--- src/sv/drgm_pkg.sv ---
// Package with the beat types, group state type and constants of the date range gap merger.
package drgm_pkg;

  localparam int unsigned TagW   = 32;
  localparam int unsigned DayW   = 32;
  localparam int unsigned GapW   = 20;
  localparam int unsigned FifoD  = 3;
  localparam int unsigned PtrW   = $clog2(FifoD);
  localparam int unsigned CntW   = $clog2(FifoD + 1);

  typedef struct packed {
    logic signed [DayW-1:0] start_day;
    logic signed [DayW-1:0] end_day;
    logic [TagW-1:0]        start_tag;
    logic [TagW-1:0]        end_tag;
    logic                   last_in;
  } in_item_t;

  typedef struct packed {
    logic signed [DayW-1:0] merged_start;
    logic signed [DayW-1:0] merged_end;
    logic [TagW-1:0]        merged_start_tag;
    logic [TagW-1:0]        merged_end_tag;
    logic                   last_out;
  } out_item_t;

  typedef struct packed {
    logic                   open;
    logic signed [DayW-1:0] first_day;
    logic signed [DayW-1:0] last_day;
    logic [TagW-1:0]        first_tag;
    logic [TagW-1:0]        last_tag;
  } group_t;

endpackage

--- src/sv/drgm_merge_core.sv ---
// Combinational merge step: folds one range into the open group and forms up to two results.
module drgm_merge_core (
  input  drgm_pkg::group_t    grp_i,
  input  drgm_pkg::in_item_t  item_i,
  input  logic [drgm_pkg::GapW-1:0] gap_i,
  output drgm_pkg::group_t    grp_o,
  output drgm_pkg::out_item_t res0_o,
  output drgm_pkg::out_item_t res1_o,
  output logic [1:0]          num_o
);
  import drgm_pkg::*;

  logic signed [DayW+1:0] diff;
  logic signed [DayW+1:0] limit;
  logic                   close_grp;
  logic                   grows;
  group_t                 new_grp;
  out_item_t              old_res;
  out_item_t              upd_res;

  // The distance is formed with two spare bits so it can never wrap.
  assign diff  = {{2{item_i.start_day[DayW-1]}}, item_i.start_day}
               - {{2{grp_i.last_day[DayW-1]}}, grp_i.last_day};
  assign limit = $signed({{(DayW+2-GapW){1'b0}}, gap_i} + (DayW+2)'(1));

  assign close_grp = grp_i.open && (diff > limit);
  assign grows     = item_i.end_day > grp_i.last_day;

  always_comb begin
    new_grp.open      = 1'b1;
    new_grp.first_day = item_i.start_day;
    new_grp.last_day  = item_i.end_day;
    new_grp.first_tag = item_i.start_tag;
    new_grp.last_tag  = item_i.end_tag;

    grp_o = grp_i;
    if (!grp_i.open || close_grp) begin
      grp_o = new_grp;
    end else if (grows) begin
      grp_o.last_day = item_i.end_day;
      grp_o.last_tag = item_i.end_tag;
    end

    old_res.merged_start     = grp_i.first_day;
    old_res.merged_end       = grp_i.last_day;
    old_res.merged_start_tag = grp_i.first_tag;
    old_res.merged_end_tag   = grp_i.last_tag;
    old_res.last_out         = 1'b0;

    upd_res.merged_start     = grp_o.first_day;
    upd_res.merged_end       = grp_o.last_day;
    upd_res.merged_start_tag = grp_o.first_tag;
    upd_res.merged_end_tag   = grp_o.last_tag;
    upd_res.last_out         = 1'b1;

    // A closed group always goes out first; the flushed group follows it.
    res0_o = close_grp ? old_res : upd_res;
    res1_o = upd_res;
    num_o  = {1'b0, close_grp} + {1'b0, item_i.last_in};

    if (item_i.last_in) begin
      grp_o.open = 1'b0;
    end
  end

endmodule

--- src/sv/drgm_out_fifo.sv ---
// Three-entry result queue that takes up to two beats per cycle and hands out one.
module drgm_out_fifo (
  input  logic                clk_i,
  input  logic                rst_ni,
  input  logic [1:0]          push_num_i,
  input  drgm_pkg::out_item_t push0_i,
  input  drgm_pkg::out_item_t push1_i,
  output logic [drgm_pkg::CntW-1:0] count_o,
  output logic                out_valid_o,
  input  logic                out_stall_i,
  output drgm_pkg::out_item_t out_data_o
);
  import drgm_pkg::*;

  out_item_t       mem_q [FifoD];
  logic [PtrW-1:0] wr_ptr_q, wr_ptr_d;
  logic [PtrW-1:0] rd_ptr_q, rd_ptr_d;
  logic [CntW-1:0] cnt_q, cnt_d;
  logic [PtrW-1:0] wr_next;
  logic            pop;

  function automatic logic [PtrW-1:0] ptr_inc(input logic [PtrW-1:0] p);
    if (p == PtrW'(FifoD - 1)) begin
      return '0;
    end
    return p + PtrW'(1);
  endfunction

  assign wr_next     = ptr_inc(wr_ptr_q);
  assign out_valid_o = (cnt_q != '0);
  assign pop         = out_valid_o && !out_stall_i;
  assign out_data_o  = mem_q[rd_ptr_q];
  assign count_o     = cnt_q;

  always_comb begin
    wr_ptr_d = wr_ptr_q;
    case (push_num_i)
      2'd1:    wr_ptr_d = wr_next;
      2'd2:    wr_ptr_d = ptr_inc(wr_next);
      default: wr_ptr_d = wr_ptr_q;
    endcase
    rd_ptr_d = pop ? ptr_inc(rd_ptr_q) : rd_ptr_q;
    cnt_d    = cnt_q + CntW'(push_num_i) - CntW'(pop);
  end

  always_ff @(posedge clk_i or negedge rst_ni) begin
    if (!rst_ni) begin
      wr_ptr_q <= '0;
      rd_ptr_q <= '0;
      cnt_q    <= '0;
    end else begin
      wr_ptr_q <= wr_ptr_d;
      rd_ptr_q <= rd_ptr_d;
      cnt_q    <= cnt_d;
    end
  end

  always_ff @(posedge clk_i) begin
    if (push_num_i != 2'd0) begin
      mem_q[wr_ptr_q] <= push0_i;
    end
    if (push_num_i == 2'd2) begin
      mem_q[wr_next] <= push1_i;
    end
  end

endmodule

--- src/sv/date_range_gap_merger.sv ---
// Top level of the date range gap merger: input register, merge step and result queue.
//
//  Channel | Direction | Handshake           | Beat
//  --------+-----------+---------------------+------------------------------
//  in      | to block  | in_valid_i/in_stall_o   | one date range (in_item_t)
//  out     | from block| out_valid_o/out_stall_i | one merged group (out_item_t)
//  cfg     | to block  | cfg_valid_i/cfg_ready_o | gap_limit write data
//
// A range waits in the input register, is folded into the open group by the merge step,
// and its zero, one or two results go into the three-entry queue as it leaves. One range
// is taken per cycle while there is room; a range that closes a group and also flushes
// yields two beats, so the output side sets the sustained rate when such ranges cluster.
// The merge step runs only while the queue holds at most one beat, so it always has room
// for two; in_stall_o therefore comes from registers alone and never from out_stall_i.
// Reset closes the group, empties both stages and sets gap_limit to zero.
module date_range_gap_merger (
  input  logic                clk_i,
  input  logic                rst_ni,
  input  logic                in_valid_i,
  output logic                in_stall_o,
  input  drgm_pkg::in_item_t  in_data_i,
  output logic                out_valid_o,
  input  logic                out_stall_i,
  output drgm_pkg::out_item_t out_data_o,
  input  logic                cfg_valid_i,
  output logic                cfg_ready_o,
  input  logic [drgm_pkg::GapW-1:0] cfg_data_i
);
  import drgm_pkg::*;

  // Input register.
  in_item_t        in_q;
  logic            in_valid_q, in_valid_d;
  logic            in_accept;
  logic            advance;

  // Group state and gap register.
  group_t          grp_q, grp_d;
  group_t          grp_next;
  logic [GapW-1:0] gap_q;

  // Merge step results.
  out_item_t       res0, res1;
  logic [1:0]      res_num;
  logic [1:0]      push_num;
  logic [CntW-1:0] fifo_cnt;

  // The held range moves on when the queue has space for the worst case of two beats.
  assign advance    = in_valid_q && (fifo_cnt <= CntW'(FifoD - 2));
  assign in_stall_o = in_valid_q && !advance;
  assign in_accept  = in_valid_i && !in_stall_o;
  assign cfg_ready_o = 1'b1;

  always_comb begin
    in_valid_d = in_valid_q;
    if (in_accept) begin
      in_valid_d = 1'b1;
    end else if (advance) begin
      in_valid_d = 1'b0;
    end
    grp_d    = grp_q;
    push_num = 2'd0;
    if (advance) begin
      grp_d    = grp_next;
      push_num = res_num;
    end
  end

  drgm_merge_core u_core (
    .grp_i  (grp_q),
    .item_i (in_q),
    .gap_i  (gap_q),
    .grp_o  (grp_next),
    .res0_o (res0),
    .res1_o (res1),
    .num_o  (res_num)
  );

  drgm_out_fifo u_fifo (
    .clk_i       (clk_i),
    .rst_ni      (rst_ni),
    .push_num_i  (push_num),
    .push0_i     (res0),
    .push1_i     (res1),
    .count_o     (fifo_cnt),
    .out_valid_o (out_valid_o),
    .out_stall_i (out_stall_i),
    .out_data_o  (out_data_o)
  );

  always_ff @(posedge clk_i or negedge rst_ni) begin
    if (!rst_ni) begin
      in_valid_q <= 1'b0;
      grp_q      <= '0;
      gap_q      <= '0;
    end else begin
      in_valid_q <= in_valid_d;
      grp_q      <= grp_d;
      if (cfg_valid_i && cfg_ready_o) begin
        gap_q <= cfg_data_i;
      end
    end
  end

  // The payload register needs no reset; it is only used while in_valid_q is set.
  always_ff @(posedge clk_i) begin
    if (in_accept) begin
      in_q <= in_data_i;
    end
  end

endmodule

--- config.mk ---
export PLATFORM = sky130hd
export DESIGN_NAME = date_range_gap_merger
export DESIGN_NICKNAME = d
export VERILOG_FILES = /design/src/sv/drgm_pkg.sv /design/src/sv/drgm_merge_core.sv /design/src/sv/drgm_out_fifo.sv /design/src/sv/date_range_gap_merger.sv
export SDC_FILE = /design/constraint.sdc
export NUM_CORES = 1
export LEC_CHECK = 0
export BUFFER_PORTS_ARGS = -buffer_cell sky130_fd_sc_hd__buf_4
export CORE_MARGIN = 2
export CORE_UTILIZATION = 37
export DETAILED_ROUTE_END_ITERATION = 12
export PLACE_DENSITY_LB_ADDON = 0.05
export SYNTH_ARGS = -nofsm -noshare
export SYNTH_HDL_FRONTEND = slang
export SYNTH_SLANG_ARGS = --single-unit
export TNS_END_PERCENT = 50
--- constraint.sdc ---
create_clock -name clk_i -period 12.95 [get_ports clk_i]
set_input_delay 0.6475 -clock clk_i [delete_from_list [all_inputs] [get_ports clk_i]]
set_output_delay 0.6475 -clock clk_i [all_outputs]
set_load 0.01 [all_outputs]
==> summary.txt <==
status -> completed
final std cells w/o fill -> 3,807
R2R Setup Slk -> 4.18 ns
ys async rst share -> 0.232
register area -> 19,400 µm²
worst skew pair latency -> 0.63 ns
Max Slew Vio Count -> 0
Finish-stage setup viols -> 0
DR WL/cell -> 25.2 µm
DPL Wire Length -> 55,500 µm
iteration-0 DRC count of the detailed router -> 1,395
f_max -> 114 MHz
final wirelength -> 96,000 µm
CTS tree -> built
Synth Instances -> 2,376
max_cap viols -> 0
# rows -> 107
maximum vdd drop -> 0.000170 V
Max transition margin -> 0.207
YS warnings -> 0
Final Hold Fails -> 0
Layout Area Growth over Synthesis -> 18.1%
Worst path slowest cell -> a21oi_4
largest net degree at the start of global routing -> 234
Seq/Total Area, Yosys -> 0.606
Worst Path Buf+Inv -> 4
instance count on the critical path -> 31
DRC errors left -> 0
Leak Pwr -> 13.9 nW
critical path type -> reg2reg
Reg2Reg Depth -> 31
Final ANT Viol Nets -> 0
Post-Syn Area -> 31,900 µm²
I/O pins -> 286
Clock Pin Slew Worst Setup and Hold Paths -> 0.06 ns
startpoint types -> register
RePlAce Congestion -> 0.857
Die Area -> 88,700 µm²
flops & latches, synth -> 672
fin crit share -> 0.677
Setup Skew -> 0.0215 ns
Min-Delay Path Class -> in2async
share of cells above drive strength 1 -> 0.226
Largest stage delay, worst path -> 0.83 ns
PostCTS Resize Cnt -> 0
Starting Density -> 0.374
placed insts -> 3,662
initial antenna violation count -> 2
ys flop type -> edfxtp_1
CTS root buf -> clkbuf_16
vias in the first global route -> 21.6k
fin nets -> 2,847
PortBufs -> 284
number of enable flip-flop cells after synthesis -> 513
crit path DAT -> 9.24 ns
multi-input combinational cell area -> 11,700 µm²
CP endpoint kind -> register
Pwr Density -> 262 nW/µm²
worst path required time -> 13.43 ns
die width -> 298 µm
total gr overflow -> 0
post-synthesis cell type count -> 72
Worst Path Max Fanout -> 37
core area -> 85,400 µm²
drt first pass iters -> 5
GR Util All Layers -> 0.212
Post-CTS Setup Inserts -> 0
Syn Nets -> 2,623
Die Y -> 298 µm
hold buffers post-CTS -> 0
htree depth -> 3
slew at the pin closest to its max-slew limit -> 1.18 ns
number of buffers created by CTS -> 80
Top Family by Delay on Critical Path -> compound AO/OA/AOI/OAI gates
# clock sinks -> 672
total number of vias -> 21.4k
fin crit period -> 8.77 ns
CTS Buffer Depth -> 3
first-pass GRT wire length -> 142,000 µm
Min Hold Slack -> 0.0990 ns
Vias per Instance -> 5.62
Avg Cell Area, Syn -> 13.4 µm²
RSZ-0062 raised after global routing -> false
Setup TNS Final -> 0 ns
fill cell count -> 7,922
==> placed cells by master, fill, tap and decap left out, types with 92 or more instances in the layout <==
master / instances
edfxtp_1: 513
mux2i_1: 132
buf_4: 312
dfrtp_1: 153
mux2_2: 145
o21ai_0: 165
nand2_1: 199
a22o_1: 192
a32o_1: 192
ha_1: 92
==> sequential cells by signal, indices dropped and copies added (netlist names) <==
signal,count
gap_q,20
grp_q,129
in_q,129
in_valid_q,1
u_fifo.count_o,2
u_fifo.mem_q,387
u_fifo.rd_ptr_q,2
u_fifo.wr_ptr_q,2
==> cell usage after synthesis (3+ instances only) <==
| library cell | instances | area [µm²] |
|---|---|---|
| dfrtp_1 | 156 | 3900 |
| a31o_2 | 3 | 26.3 |
| a2111o_1 | 3 | 33.8 |
| nand2_1 | 201 | 754 |
| mux2i_1 | 132 | 1320 |
| o21a_1 | 7 | 52.6 |
| o21ai_1 | 3 | 15.0 |
| and3_1 | 8 | 50.1 |
| clkbuf_1 | 124 | 465 |
| dfxtp_1 | 3 | 60.1 |
| a21o_1 | 13 | 97.6 |
| o22ai_1 | 5 | 31.3 |
| o21ai_2 | 3 | 26.3 |
| buf_2 | 27 | 135 |
| or2_2 | 3 | 18.8 |
| mux2_1 | 3 | 33.8 |
| a22o_1 | 192 | 1680 |
| inv_1 | 59 | 221 |
| o211ai_1 | 3 | 22.5 |
| a21oi_1 | 58 | 290 |
| and2_1 | 6 | 37.5 |
| a32o_1 | 192 | 1920 |
| ha_1 | 92 | 1150 |
| a211oi_1 | 7 | 52.6 |
| o31a_1 | 4 | 35.0 |
| xor2_1 | 24 | 210 |
| nand4_1 | 20 | 125 |
| nor3_1 | 16 | 80.1 |
| nand2b_1 | 3 | 18.8 |
| o21ai_0 | 165 | 826 |
| buf_6 | 13 | 146 |
| nor2b_1 | 4 | 25.0 |
| buf_1 | 6 | 22.5 |
| a31oi_1 | 5 | 31.3 |
| o31ai_1 | 4 | 30.0 |
| edfxtp_1 | 513 | 15400 |
| nor2_1 | 58 | 218 |
| nand3_1 | 33 | 165 |
| mux2_2 | 145 | 1630 |
| or3_1 | 4 | 25.0 |
| xnor2_1 | 17 | 149 |
==> power by group <==
group | internal (W) | switching, W | total, W
Combinational | 0.00160 | 0.00245 | 0.00404
Clock | 0.00134 | 0.000910 | 0.00225
Sequential | 0.00312 | 0.000462 | 0.00359
==> cell families (layout without fill, tap and decap cells) <==
kind of cell    Yosys count  count (layout)  share of synthesized area
simple gates            365             365                     0.0498
fa+ha+maj                93              93                     0.0367
other cells               1               2                   0.000117
flops                   672             672                      0.606
mux                     280             280                     0.0936
compound gates          693             693                      0.171
xor+xnor                 41              41                     0.0112
buf+inv                 231             517                     0.0315
==> metrics by stage <==
stage	area, µm²	power, W	worst slack, ns	utilization
2_1_floorplan	31900	0.00610	3.47	-
3_3_place_gp	35100	0.00766	4.26	0.411
3_5_place_dp	35100	0.00772	4.15	0.411
4_1_cts	37700	0.0100	4.11	0.441
5_1_grt	37700	0.0105	3.49	0.441
6_report	37700	0.00988	4.18	0.442
==> cell type report <==
type / instances / area share
antenna: 1 / 0.0000664
clock buffer: 112 / 0.0582
clock inverter: 32 / 0.0107
inverter: 59 / 0.00601
multi-input combinational: 1473 / 0.310
sequential: 672 / 0.514
tap: 1144 / 0.0380
timing repair buffer: 314 / 0.0630
==> path summary, 6_finish.rpt <==
kind,from,endpoint
hold reg to reg,u_fifo.mem_q[2][0]$_SDFFE_PP1P_,u_fifo.mem_q[2][0]$_SDFFE_PP1P_
hold / removal,rst_ni,grp_q[108]$_DFFE_PN0P_
setup reg to reg,in_q[97]$_DFFE_PP_,u_fifo.mem_q[0][59]$_DFFE_PP_
max in group asynchronous,rst_ni,u_fifo.rd_ptr_q[0]$_DFFE_PN0P_
setup / recovery,in_q[97]$_DFFE_PP_,u_fifo.mem_q[0][59]$_DFFE_PP_
min in group clk_i,in_data_i[52],in_q[52]$_DFFE_PP_
==> layer usage <==
layer | GRT usage | part of all wire | vias to the layer above
met5 | 0 | 0.00014 | -
met4 | 0.0562 | 0.024 | 2
met3 | 0.0319 | 0.038 | 124
met2 | 0.365 | 0.50 | 540
met1 | 0.278 | 0.44 | 10900
li1 | - | - | 9853
(Power assumes the default switching activity.)
